--- src/rtl/core/feedback_echo_with_bypass_unit_macros.svh ---
// assertion macros used by the echo unit top level
`ifndef FEEDBACK_ECHO_WITH_BYPASS_UNIT_MACROS_SVH
`define FEEDBACK_ECHO_WITH_BYPASS_UNIT_MACROS_SVH

// same-cycle implication, checked outside reset
`define FEB_ASSERT_IMPL(lbl, clk, rst_n, ante, cons) \
    lbl: assert property (@(posedge clk) disable iff (!rst_n) (ante) |-> (cons)) \
        else $error("feb: same-cycle check failed");

// next-cycle implication, checked outside reset
`define FEB_ASSERT_NEXT(lbl, clk, rst_n, ante, cons) \
    lbl: assert property (@(posedge clk) disable iff (!rst_n) (ante) |=> (cons)) \
        else $error("feb: next-cycle check failed");

`endif

--- src/rtl/core/feb_pkg.sv ---
// shared constants and types of the feedback echo unit
`default_nettype none

package feb_pkg;

    // delay ring geometry
    localparam int DELAY_DEPTH = 128;
    localparam int ADDR_W      = (DELAY_DEPTH > 1) ? $clog2(DELAY_DEPTH) : 1;

    // field widths
    localparam int SAMPLE_W = 8;
    localparam int CFG_W    = 8;
    localparam int WORD_W   = 18;
    localparam int FRAC_W   = 8;
    localparam int LEN_W    = (ADDR_W + 1 > CFG_W) ? ADDR_W + 1 : CFG_W;
    localparam int PROD_W   = WORD_W + CFG_W + 1;
    localparam int SUM_W    = PROD_W - FRAC_W + 1;

    // reset values and levels
    localparam logic [CFG_W-1:0]    GAIN_RESET  = 8'd128;
    localparam logic [CFG_W-1:0]    DELAY_RESET = 8'd100;
    localparam logic [SAMPLE_W-1:0] ZERO_LEVEL  = 8'd127;

    // stored word limits
    localparam logic signed [WORD_W-1:0] WORD_MAX = {1'b0, {(WORD_W-1){1'b1}}};
    localparam logic signed [WORD_W-1:0] WORD_MIN = {1'b1, {(WORD_W-1){1'b0}}};

    // configuration register indexes
    typedef enum logic [0:0] {
        CFG_FEEDBACK_GAIN = 1'b0,
        CFG_DELAY_LENGTH  = 1'b1
    } t_cfg_idx;

endpackage

`default_nettype wire

--- src/rtl/core/feb_in_if.sv ---
// input word channel: audio sample and button level
`default_nettype none

interface feb_in_if import feb_pkg::*; ();
    logic                valid;
    logic                ready;
    logic [SAMPLE_W-1:0] sample;
    logic                button;

    modport source (output valid, output sample, output button, input ready);
    modport sink   (input valid, input sample, input button, output ready);
endinterface

`default_nettype wire

--- src/rtl/core/feb_out_if.sv ---
// output word channel: dac byte and effect led
`default_nettype none

interface feb_out_if import feb_pkg::*; ();
    logic                valid;
    logic                ready;
    logic [SAMPLE_W-1:0] dac_value;
    logic                led;

    modport source (output valid, output dac_value, output led, input ready);
    modport sink   (input valid, input dac_value, input led, output ready);
endinterface

`default_nettype wire

--- src/rtl/core/feb_ram.sv ---
// generic single-port-write, single-port-read ram with registered read
`default_nettype none

module feb_ram #(
    parameter int WIDTH = 18,
    parameter int DEPTH = 128
) (
    input  wire logic                                   i_clk,
    input  wire logic                                   i_we,
    input  wire logic [((DEPTH > 1) ? $clog2(DEPTH) : 1)-1:0] i_waddr,
    input  wire logic [WIDTH-1:0]                       i_wdata,
    input  wire logic                                   i_re,
    input  wire logic [((DEPTH > 1) ? $clog2(DEPTH) : 1)-1:0] i_raddr,
    output logic      [WIDTH-1:0]                       o_rdata
);

    logic [WIDTH-1:0] r_mem [DEPTH];

    // write port
    always_ff @(posedge i_clk) begin
        if (i_we) begin
            r_mem[i_waddr] <= i_wdata;
        end
    end

    // registered read, old data on a same-address write
    always_ff @(posedge i_clk) begin
        if (i_re) begin
            o_rdata <= r_mem[i_raddr];
        end
    end

endmodule

`default_nettype wire

--- src/rtl/core/feedback_echo_with_bypass_unit.sv ---
// top level of the feedback comb echo with bypass
//
// usage:
//   i_in carries one word per audio sample: an unsigned 8-bit sample (127 is
//   silence) and the current button level. o_out returns one word per input
//   word: the dac byte and the led flag that was in force for that sample.
//   i_cfg_we / i_cfg_index / i_cfg_data write feedback_gain (index 0) and
//   delay_length (index 1); write them only while no word is in flight.
//   throughput: one word per cycle while the receiver takes words; the ring
//   read is issued on accept, the multiply-add and the write-back happen in
//   the compute stage, and the last write is forwarded to cover a delay of
//   one sample. a stalled receiver holds the output register; the pipeline
//   keeps taking words until both the compute stage and the output register
//   are full.
//   reset (synchronous, active low) empties the pipeline, turns the effect
//   off, zeroes the write pointer and marks every ring entry as zero;
//   there is no clearing pass, words are taken in the first cycle after it.
`default_nettype none
`include "feedback_echo_with_bypass_unit_macros.svh"

module feedback_echo_with_bypass_unit import feb_pkg::*; (
    input  wire logic             i_clk,
    input  wire logic             i_rst_n,
    input  wire logic             i_cfg_we,
    input  wire logic [0:0]       i_cfg_index,
    input  wire logic [CFG_W-1:0] i_cfg_data,
    feb_in_if.sink                i_in,
    feb_out_if.source             o_out
);

    typedef struct packed {
        logic [SAMPLE_W-1:0] sample;
        logic                fx;
        logic [ADDR_W-1:0]   waddr;
    } t_s1;

    // configuration and control state
    logic [CFG_W-1:0]       r_gain;
    logic [CFG_W-1:0]       r_delay;
    logic [ADDR_W-1:0]      r_wp;
    logic                   r_effect_on;
    logic                   r_button_before;
    logic [DELAY_DEPTH-1:0] r_mvld;

    // pipeline
    logic                   r_s1_vld;
    t_s1                    r_s1;
    logic [ADDR_W-1:0]      r_s1_raddr;
    logic                   r_s1_mvld;
    logic                   r_fwd_vld;
    logic [ADDR_W-1:0]      r_fwd_addr;
    logic [WORD_W-1:0]      r_fwd_data;
    logic                   r_out_vld;
    logic [SAMPLE_W-1:0]    r_out_dac;
    logic                   r_out_led;

    logic                   acc;
    logic                   s1_go;
    logic                   mem_we;
    logic [LEN_W-1:0]       len;
    logic [LEN_W-1:0]       wp_ext;
    logic [LEN_W-1:0]       rd_ext;
    logic [ADDR_W-1:0]      rd_addr;
    logic [ADDR_W-1:0]      n_wp;
    logic [WORD_W-1:0]      ram_rdata;
    logic                   fwd_hit;
    logic signed [WORD_W-1:0] d;
    logic signed [PROD_W-1:0] prod;
    logic signed [PROD_W-1:0] prod_adj;
    logic signed [PROD_W-FRAC_W-1:0] scaled;
    logic signed [SAMPLE_W+1:0] centered;
    logic signed [SUM_W-1:0]  sum;
    logic signed [WORD_W-1:0] y;
    logic signed [WORD_W:0]   y_out;
    logic [SAMPLE_W-1:0]    echo_byte;
    logic [SAMPLE_W-1:0]    n_dac;

    localparam logic signed [WORD_W:0] DAC_MAX =
        {{(WORD_W+1-SAMPLE_W){1'b0}}, {SAMPLE_W{1'b1}}};

    // handshake
    assign acc         = i_in.valid && i_in.ready;
    assign s1_go       = r_s1_vld && (!r_out_vld || o_out.ready);
    assign i_in.ready  = !r_s1_vld || s1_go;
    assign o_out.valid = r_out_vld;
    assign o_out.dac_value = r_out_dac;
    assign o_out.led   = r_out_led;

    // read address: clamped delay behind the write pointer
    always_comb begin
        len = LEN_W'(r_delay);
        if (len == '0) begin
            len = LEN_W'(1);
        end else if (len > LEN_W'(DELAY_DEPTH)) begin
            len = LEN_W'(DELAY_DEPTH);
        end
        wp_ext = LEN_W'(r_wp);
        if (wp_ext >= len) begin
            rd_ext = wp_ext - len;
        end else begin
            rd_ext = wp_ext + LEN_W'(DELAY_DEPTH) - len;
        end
        rd_addr = rd_ext[ADDR_W-1:0];
        n_wp = (r_wp == ADDR_W'(DELAY_DEPTH - 1)) ? '0 : r_wp + ADDR_W'(1);
    end

    // delay ring
    feb_ram #(
        .WIDTH (WORD_W),
        .DEPTH (DELAY_DEPTH)
    ) u_ring (
        .i_clk   (i_clk),
        .i_we    (mem_we),
        .i_waddr (r_s1.waddr),
        .i_wdata (y),
        .i_re    (acc),
        .i_raddr (rd_addr),
        .o_rdata (ram_rdata)
    );

    // delayed value: last write forwarded, unwritten entries read as zero
    assign fwd_hit = r_fwd_vld && (r_fwd_addr == r_s1_raddr);
    always_comb begin
        if (fwd_hit) begin
            d = r_fwd_data;
        end else if (r_s1_mvld) begin
            d = ram_rdata;
        end else begin
            d = '0;
        end
    end

    // feedback scale, truncating toward zero
    assign prod     = $signed({1'b0, r_gain}) * d;
    assign prod_adj = prod[PROD_W-1] ? prod + PROD_W'(255) : prod;
    assign scaled   = prod_adj[PROD_W-1:FRAC_W];

    // sum and saturation to the stored word
    assign centered = $signed({2'b00, r_s1.sample}) - $signed({2'b00, ZERO_LEVEL});
    assign sum      = SUM_W'(scaled) + SUM_W'(centered);
    always_comb begin
        if (sum > SUM_W'(WORD_MAX)) begin
            y = WORD_MAX;
        end else if (sum < SUM_W'(WORD_MIN)) begin
            y = WORD_MIN;
        end else begin
            y = sum[WORD_W-1:0];
        end
    end

    // dac byte
    assign y_out = {y[WORD_W-1], y} + $signed({{(WORD_W+1-SAMPLE_W){1'b0}}, ZERO_LEVEL});
    always_comb begin
        if (y_out < 0) begin
            echo_byte = '0;
        end else if (y_out > DAC_MAX) begin
            echo_byte = '1;
        end else begin
            echo_byte = y_out[SAMPLE_W-1:0];
        end
        n_dac = r_s1.fx ? echo_byte : r_s1.sample;
    end

    assign mem_we = s1_go && r_s1.fx;

    // control registers
    always_ff @(posedge i_clk) begin
        if (!i_rst_n) begin
            r_gain          <= GAIN_RESET;
            r_delay         <= DELAY_RESET;
            r_wp            <= '0;
            r_effect_on     <= 1'b0;
            r_button_before <= 1'b0;
            r_mvld          <= '0;
            r_s1_vld        <= 1'b0;
            r_fwd_vld       <= 1'b0;
            r_out_vld       <= 1'b0;
        end else begin
            if (i_cfg_we) begin
                unique case (t_cfg_idx'(i_cfg_index))
                    CFG_FEEDBACK_GAIN: r_gain  <= i_cfg_data;
                    CFG_DELAY_LENGTH:  r_delay <= i_cfg_data;
                endcase
            end
            if (acc) begin
                if (r_effect_on) begin
                    r_wp <= n_wp;
                end
                if (i_in.button && !r_button_before) begin
                    r_effect_on <= !r_effect_on;
                end
                r_button_before <= i_in.button;
                r_s1_vld <= 1'b1;
            end else if (s1_go) begin
                r_s1_vld <= 1'b0;
            end
            if (mem_we) begin
                r_mvld[r_s1.waddr] <= 1'b1;
                r_fwd_vld <= 1'b1;
            end
            if (s1_go) begin
                r_out_vld <= 1'b1;
            end else if (o_out.ready) begin
                r_out_vld <= 1'b0;
            end
        end
    end

    // payload registers
    always_ff @(posedge i_clk) begin
        if (acc) begin
            r_s1.sample <= i_in.sample;
            r_s1.fx     <= r_effect_on;
            r_s1.waddr  <= r_wp;
            r_s1_raddr  <= rd_addr;
            r_s1_mvld   <= r_mvld[rd_addr];
        end
        if (mem_we) begin
            r_fwd_addr <= r_s1.waddr;
            r_fwd_data <= y;
        end
        if (s1_go) begin
            r_out_dac <= n_dac;
            r_out_led <= r_s1.fx;
        end
    end

    // checks
    `FEB_ASSERT_NEXT(a_wp_hold, i_clk, i_rst_n, acc && !r_effect_on, $stable(r_wp))
    `FEB_ASSERT_IMPL(a_stall_full, i_clk, i_rst_n, !i_in.ready, r_s1_vld && r_out_vld)
    `FEB_ASSERT_NEXT(a_fwd_track, i_clk, i_rst_n, mem_we, r_fwd_vld && (r_fwd_addr == $past(r_s1.waddr)))
    `FEB_ASSERT_NEXT(a_toggle, i_clk, i_rst_n, acc && i_in.button && !r_button_before, r_effect_on != $past(r_effect_on))

endmodule

`default_nettype wire
--- src/flat_wrapper.sv ---
// flat-port wrapper written by rule: the top's interface ports become plain ports
module feedback_echo_with_bypass_unit_flat import feb_pkg::*;
  (i_clk, i_rst_n, i_cfg_we, i_cfg_index, i_cfg_data, i_in_valid, i_in_sample, i_in_button, i_in_ready, o_out_valid, o_out_dac_value, o_out_led, o_out_ready);
  feb_in_if i_in_i ();
  feb_out_if o_out_i ();
  input  wire logic i_clk;
  input  wire logic i_rst_n;
  input  wire logic i_cfg_we;
  input  wire logic [0:0] i_cfg_index;
  input  wire logic [CFG_W-1:0] i_cfg_data;
  input wire logic [$bits(i_in_i.valid)-1:0] i_in_valid;
  input wire logic [$bits(i_in_i.sample)-1:0] i_in_sample;
  input wire logic [$bits(i_in_i.button)-1:0] i_in_button;
  output wire logic [$bits(i_in_i.ready)-1:0] i_in_ready;
  output wire logic [$bits(o_out_i.valid)-1:0] o_out_valid;
  output wire logic [$bits(o_out_i.dac_value)-1:0] o_out_dac_value;
  output wire logic [$bits(o_out_i.led)-1:0] o_out_led;
  input wire logic [$bits(o_out_i.ready)-1:0] o_out_ready;
  assign i_in_i.valid = i_in_valid;
  assign i_in_i.sample = i_in_sample;
  assign i_in_i.button = i_in_button;
  assign i_in_ready = i_in_i.ready;
  assign o_out_valid = o_out_i.valid;
  assign o_out_dac_value = o_out_i.dac_value;
  assign o_out_led = o_out_i.led;
  assign o_out_i.ready = o_out_ready;
  feedback_echo_with_bypass_unit u_core (.i_clk(i_clk), .i_rst_n(i_rst_n), .i_cfg_we(i_cfg_we), .i_cfg_index(i_cfg_index), .i_cfg_data(i_cfg_data), .i_in(i_in_i), .o_out(o_out_i));
endmodule
--- config.mk ---
export PLATFORM = sky130hd
export DESIGN_NAME = feedback_echo_with_bypass_unit_flat
export DESIGN_NICKNAME = d
export VERILOG_FILES = /design/src/rtl/core/feb_pkg.sv /design/src/rtl/core/feb_in_if.sv /design/src/rtl/core/feb_out_if.sv /design/src/rtl/core/feb_ram.sv /design/src/rtl/core/feedback_echo_with_bypass_unit.sv /design/src/flat_wrapper.sv
export VERILOG_INCLUDE_DIRS = /design/src /design/src/rtl/core
export SDC_FILE = /design/constraint.sdc
export NUM_CORES = 2
export LEC_CHECK = 0
export BUFFER_PORTS_ARGS = -buffer_cell sky130_fd_sc_hd__buf_2
export CAP_MARGIN = 40
export CORE_ASPECT_RATIO = 0.9
export CORE_MARGIN = 2
export CORE_UTILIZATION = 46
export CTS_CLUSTER_SIZE = 10
export DETAILED_ROUTE_END_ITERATION = 8
export PLACE_DENSITY = 0.7
export SLEW_MARGIN = 25
export SYNTH_ARGS = -nofsm -noshare
export SYNTH_HDL_FRONTEND = slang
export SYNTH_HIERARCHICAL = 1
export SYNTH_SLANG_ARGS = --single-unit
--- constraint.sdc ---
create_clock -name i_clk -period 16.3 [get_ports i_clk]
set_input_delay 0.815 -clock i_clk [delete_from_list [all_inputs] [get_ports i_clk]]
set_output_delay 0.815 -clock i_clk [all_outputs]
set_load 0.03 [all_outputs]
* Word level (Yosys, flattened, before mapping)
Memory sizes are Yosys's and may differ from the RTL's. A register that Yosys moved wholly into a read port is not among the register bits.
Cells that the tools add are included.
** Word-level totals
- Bits in writable memories :: 2304
- Register bits :: 214
- Logic and storage cells :: 82
- Memories kept :: 1
- Input bits :: 23
- Output and inout port bits :: 11
** Operators by class
- Reductions and logical operators :: 19
- $lt $le $gt $ge :: 9
- Bitwise logic cells :: 2
- Add/sub/neg operators :: 8
- Muxes and demuxes :: 22
- Eq/ne operators :: 2
- Multipliers :: 1
** Memory list
- u_core.u_ring.r_mem :: words 128, bits a word 18, rd ports 1, clocked after Yosys merged registers in 1, write ports 1, line feb_ram.sv:17 : logic [WIDTH-1:0] r_mem [DEPTH];
** Operator list (number)
- $or 128x128->128 :: 1
- $mux 18 :: 4
- $mux 8 :: 5
- $add 27x9->27 const B :: 1
- $mul 9x18->27 :: 1
- $mux 27 :: 1
- $add 19x9->20 :: 1
- $gt 20x18->1 const B :: 1
- $lt 20x18->1 const B :: 1
- $add 18x8->19 const B :: 1
- $gt 19x9->1 const B :: 1
- $lt 19x1->1 const B :: 1
- $lt 7x8->1 const B :: 2
- $add 7x1->7 const B :: 2
- $mux 7 :: 2
- $sub 7x7->7 :: 2
- $sub 8x7->9 const B :: 1
- $ge 7x8->1 :: 1
- $gt 8x8->1 const B :: 1
- $logic_not 8->1 :: 1
- $mux 1 :: 8
- $reduce_and 2->1 :: 4
- $bmux 1 s7 :: 1
- $demux 1 s7 :: 1
- 8 further kinds :: 18

* Depth between registers and ports, before layout
- Depth after elaboration :: 15
- Mapped depth :: 50

* Cells and area by module
The synthesis kept the hierarchy.
** Modules (own cells, without submodules)
- feb_ram :: sequential area each 69726.9 um^2, area an instance 88427.3 um^2, instances 1, cells each 3449
- feedback_echo_with_bypass_unit :: sequential area each 4864.7 um^2, area an instance 16458.3 um^2, instances 1, cells each 1805

* Least setup slack after synthesis
OpenSTA, ideal clock, no wires.
- Path kind :: reg-to-reg
- Start :: register u_core.r_s1_raddr[2]
- End :: register u_core.r_out_dac[5], in the netlist u_core/o_out.dac_value[5] (data pin)
- Library setup time :: 273 ps
- Slack :: -330 ps
- Period minus slack after synthesis :: 16630 ps
- Cell stages (with the launch flop) :: 47
- Arrival :: 16357 ps
- Cells stage by stage :: edfxtp_1 xnor2_1 nand4_1 nor2_1 clkbuf_1 nand2_1 o21ai_1 nand2_1 fa_1 inv_1 fa_1 inv_1 fa_1 inv_1 fa_1 ha_1 a21oi_1 o21ai_0 [11 not listed] o31ai_1 a22oi_1 nor2b_1 o211a_1 a21oi_1 clkbuf_1 o21ai_0 inv_1 ha_1 and2_1 o221ai_1 a211oi_1 nor4_2 nand3_2 or3_1 a2111o_1 a2111oi_0 o22ai_1
** On the way
- Longest elaborated chain between the ends :: 15
** RTL lines
- start, declared :: line feedback_echo_with_bypass_unit.sv:48 : logic [ADDR_W-1:0] r_s1_raddr;
- start signal, assigned :: line feedback_echo_with_bypass_unit.sv:215 : r_s1_raddr <= rd_addr;
- $eq 7x7->1 * :: line feedback_echo_with_bypass_unit.sv:122 : assign fwd_hit = r_fwd_vld && (r_fwd_addr == r_s1_raddr);
- $logic_and 1x1->1 * :: line feedback_echo_with_bypass_unit.sv:122
- $mux 18 * :: line feedback_echo_with_bypass_unit.sv:124 : if (fwd_hit) begin
- $mul 9x18->27 * :: line feedback_echo_with_bypass_unit.sv:134 : assign prod = $signed({1'b0, r_gain}) * d;
- $add 27x9->27 :: line feedback_echo_with_bypass_unit.sv:135 : assign prod_adj = prod[PROD_W-1] ? prod + PROD_W'(255) : prod;
- $mux 27 * :: line feedback_echo_with_bypass_unit.sv:135
- $add 19x9->20 * :: line feedback_echo_with_bypass_unit.sv:140 : assign sum = SUM_W'(scaled) + SUM_W'(centered);
- $lt 20x18->1 :: line feedback_echo_with_bypass_unit.sv:144 : end else if (sum < SUM_W'(WORD_MIN)) begin
- $mux 18 :: line feedback_echo_with_bypass_unit.sv:144
- $mux 18 * :: line feedback_echo_with_bypass_unit.sv:142 : if (sum > SUM_W'(WORD_MAX)) begin
- net u_core.y[0] :: line feedback_echo_with_bypass_unit.sv:73 : logic signed [WORD_W-1:0] y;
- $add 18x8->19 * :: line feedback_echo_with_bypass_unit.sv:152 : assign y_out = {y[WORD_W-1], y} + $signed({{(WORD_W+1-SAMPLE_W){1'b0}}, ZERO_LEVEL});
- $gt 19x9->1 :: line feedback_echo_with_bypass_unit.sv:156 : end else if (y_out > DAC_MAX) begin
- $mux 8 :: line feedback_echo_with_bypass_unit.sv:156
- $mux 8 * :: line feedback_echo_with_bypass_unit.sv:154 : if (y_out < 0) begin
- $mux 8 * :: line feedback_echo_with_bypass_unit.sv:161 : n_dac = r_s1.fx ? echo_byte : r_s1.sample;
- net u_core.n_dac[5] :: line feedback_echo_with_bypass_unit.sv:76 : logic [SAMPLE_W-1:0] n_dac;
- end signal, assigned :: line feedback_echo_with_bypass_unit.sv:223 : r_out_dac <= n_dac;
- end, declared :: line feedback_echo_with_bypass_unit.sv:54 : logic [SAMPLE_W-1:0] r_out_dac;
Mark *: on every way through the listed nets, which the timed path passes. The rest lies on a longest branch.
A chain may end at the register's enable or synchronous reset.

* Final worst setup path
- Start :: register u_core.r_s1_raddr[1]
- End :: register u_core.r_out_dac[5], in the netlist u_core/o_out.dac_value[5] (data pin)
The elaborated chain is that of the path after synthesis.

==> flow_summary.yaml <==
pwr:
  worst_ir_drop_vdd_v: 0.000275
  totalPowerFinal_mw: 21.3
  power.density_cell_area_nw_per_um2: 178
  total_leakage_power_nw: 38.2
worst_setup_path:
  critPathKind: "flop to flop"
  timing.critical_path.from_type: "flop"
  critical-path-max-stage-delay_ps: 580
  crit_cells: 46
  crit_path_top_delay_cell: "fa_1"
  worst_setup_path_end_kind: "flop"
  r2r-start: "u_core/r_s1_raddr[1]"
  crit_arrival_ps: 13580
  critical_path.top_delay_family: "compound AO/OA/AOI/OAI gates"
  required_ps: 16920
  worst-r2r-cell-count: 46
  most_prevalent_standard_cell_on_the_critical_path: "fa_1"
  regToRegEndpoint: "u_core/o_out.dac_value[5]"
  crit_buf_inv: 6
  internal_reg_to_reg_setup_slack_ps: 3330
  timing.critical_path.fanout_max: 52
route:
  wl_um: 255000
  drc: 0
  detail_route.first_pass.iterations: 5
  route.detailed.wl_per_inst_um: 29.4
  ant_nets: 0
  drt_via_density: 6.15
  detailroute.via_count: 53300
  drt_iter0_markers: 7028
floorplanning:
  ios: 34
  die_area_um2: 232000
  dieHeight_um: 457
  core.rowCount: 166
  placeableCoreArea_um2: 227000
  initial_utilization_pct: 46.2
  floorplan.die.width_um: 507
finish:
  final_layout_size_suffix_gt1_share_pct: 28.2
  num-nets-final: 5803
  area_delta_synth_final_pct: 13.6
  seqCellArea_um2: 74600
  finalNonFillerCells: 8666
  fin_area_um2: 119000
  layout.filler_cells: 17100
  multi_input_gate_area_in_the_final_layout_um2: 29200
  final_core_utilization_pct: 52.5
hold_path:
  min_from: "i_in_sample[5]"
  min_delay_path_depth: 1
  min_delay_worst_endpoint: "u_core/r_s1[13]"
  hold_path_class: "primary input to flop"
synthesis:
  count_of_flip_flops_with_a_built_in_enable_after_synthesis: 2380
  syn-num-nets: 5475
  syn_inst: 5254
  synthFlopType: "edfxtp_1"
  netlist-cell-type-count: 72
  synthesized_area_divided_by_synthesized_cell_count_um2: 20.0
  number_of_flip_flops_and_latches_in_the_synthesized_netlist: 2536
  syn_area_um2: 105000
  number_of_warnings_issued_by_yosys: 6
  synth_seq_area_share_pct: 71.1
  synthArstFlopShare_pct: 0
sta:
  rsz0062_at_grt: "no"
  worst_pin_slew_ps: 964
  hold-worst-slack_ps: 106
  maxClockFrequency_mhz: 77.1
  relSlewSlack_pct: 35.7
  timing_hold_violations_final: 0
  setup_tns_ps: 0
  finalCritPeriodShare_pct: 79.6
  final-max-slew-violation-count: 0
  setup_slack_ps: 3330
  post-route-min-period_ps: 12970
  fin_worst_skew_ps: 82.5
  setup-violations-final: 0
placement:
  detailed_place.area_um2: 111000
  routabilityCongestion: 0.836
  buffer_ports.inserted: 33
  numPlacedInstances: 8274
  place_worst_setup_slack_ps: 3520
  dp_hpwl_um: 147000
clock_tree:
  cts_inserted_buffers: 307
  clkTransAtPathRegs_ps: 60
  cts_tree: "yes"
  clockBufferDepth: 4
  holdBufCountCts: 0
  clock_latency_on_the_worst_skew_pair_ps: 940
  root_buf_cell: "clkbuf_16"
  htree_levels: 5
  cts.sinks: 2536
  cts_repair_resize_count: 0
  post_cts.repair.setup_buffers: 0
global_routing:
  initial_antenna_violation_count: 14
  gr-usage-all-layers_pct: 22.0
  grt_first_pass_wirelength_um: 372000
  grt_pass1_vias: 53800
  grt_max_degree: 143
  gr-total-overflow: 0
job:
  cap_violations: 0
status:
  outcome: "complete, no violations"
## layer usage
layer / GRT usage, % / share of wire (%) / wire length (um) / up-vias
met1: 31.4 / 40 / 102000 / 28400
met2: 34.7 / 48 / 122000 / 2735
met4: 6.34 / 2.8 / 7260 / 10
met5: 0 / 0.029 / 73 / -
li1: - / - / - / 21800
met3: 4.29 / 9.5 / 24200 / 440
## worst register-to-register path, delay by kind of cell, from the launching register on
kind | cells | cell delay, ps
compound gates | 18 | 5180
xor+xnor | 3 | 510
fa+ha+maj | 8 | 3250
buf+inv | 6 | 1440
flops | 1 | 380
simple gates | 11 | 1950
## flip-flops by register name (all words and copies together) (netlist names), 8 cells and up
name,count
u_core/r_delay,8
u_core/u_ring/r_mem,2304
u_core/o_out.dac_value,8
u_core/u_ring/o_rdata,18
u_core/r_mvld,128
u_core/r_gain,8
u_core/r_fwd_data,18
u_core/r_s1,16
## cells in the mapped netlist, drive strengths merged (9+ instances only)
cell type  count  area, um^2
and3          11        68.8
or3           12        75.1
o21ai         67         335
nand2        221         830
a31oi          9        56.3
xor2          24         210
a21o          22         165
xnor2         52         455
a21boi        15         113
o21a         140        1050
dfxtp        156        3120
and2          84         528
o211ai         9        67.6
clkbuf       158         593
nor3          37         185
nor2         291        1090
nor4          13        87.6
a21oi         64         320
edfxtp      2380       71500
mux4         796       17900
nand4         16         100
nor2b         28         175
mux2          20         225
buf          102         479
nand2b        17         106
fa           116        2320
inv          177         664
ha            82        1030
nand3         44         225
## worst max path at each step
| stage | from | slack, ps | endpoint |
|---|---|---|---|
| after floorplan | u_core/r_s1_raddr[2] | 1450 | u_core/r_fwd_data[9] |
| after global placement | u_core/r_s1_raddr[5] | 3670 | u_core/o_out.dac_value[4] |
| after detailed placement | u_core/r_s1_raddr[5] | 3520 | u_core/o_out.dac_value[6] |
| after CTS | u_core/r_s1_raddr[1] | 3470 | u_core/o_out.dac_value[4] |
| after global routing | u_core/r_fwd_addr[3] | 2560 | u_core/o_out.dac_value[5] |
| final | u_core/r_s1_raddr[1] | 3330 | u_core/o_out.dac_value[5] |
## power by group
group / switching (mW) / internal [mW]
registers: 0.0227 / 9.89
clock network: 2.39 / 3.39
logic: 4.19 / 1.38
total: 6.60 / 14.7
## layout by cell type (no fill, tap or decap), types with 9 or more instances in the layout
master        n
a21boi_0     15
a21o_1       22
a21oi_1      57
a31oi_1       9
and2_1       83
and3_1       10
buf_12       19
buf_16       27
buf_2        34
buf_4       192
clkbuf_1     31
clkbuf_16   310
dfxtp_1     156
diode_2      10
edfxtp_1   2380
fa_1        115
ha_1         82
inv_1       173
mux2_2       20
mux4_2      796
nand2_1     221
nand2b_1     17
nand3_1      43
nand4_1      16
nor2_1      170
nor2_2      104
nor2_4       17
nor2b_1      28
nor3_1       28
nor3_2        9
nor4_1       12
o211ai_1      9
o21a_1      137
o21ai_0      40
o21ai_1      20
or3_1        12
xnor2_1      49
xor2_1       22
## cell families (layout without fill, tap and decap cells)
group / Yosys count / in the layout / share of synthesized area, %
DFF: 2536 / 2536 / 71.1
and+or+nand+nor: 797 / 797 / 3.48
AOI/OAI and AO/OA: 386 / 386 / 2.54
xor gates and xnor gates: 76 / 76 / 0.635
muxes: 824 / 824 / 17.4
other: 0 / 10 / 0
buffers and inverters: 437 / 815 / 1.66
adders and majority gates: 198 / 198 / 3.19
## layout make-up
type / instances / area share, %
multi-input combinational: 2281 / 24.5
inverter: 177 / 0.568
tap: 3024 / 3.17
antenna: 10 / 0.0210
clock inverter: 17 / 0.145
sequential: 2536 / 62.6
clock buffer: 342 / 6.62
timing repair buffer: 279 / 2.37
Power figures use the tool's default switching activity.
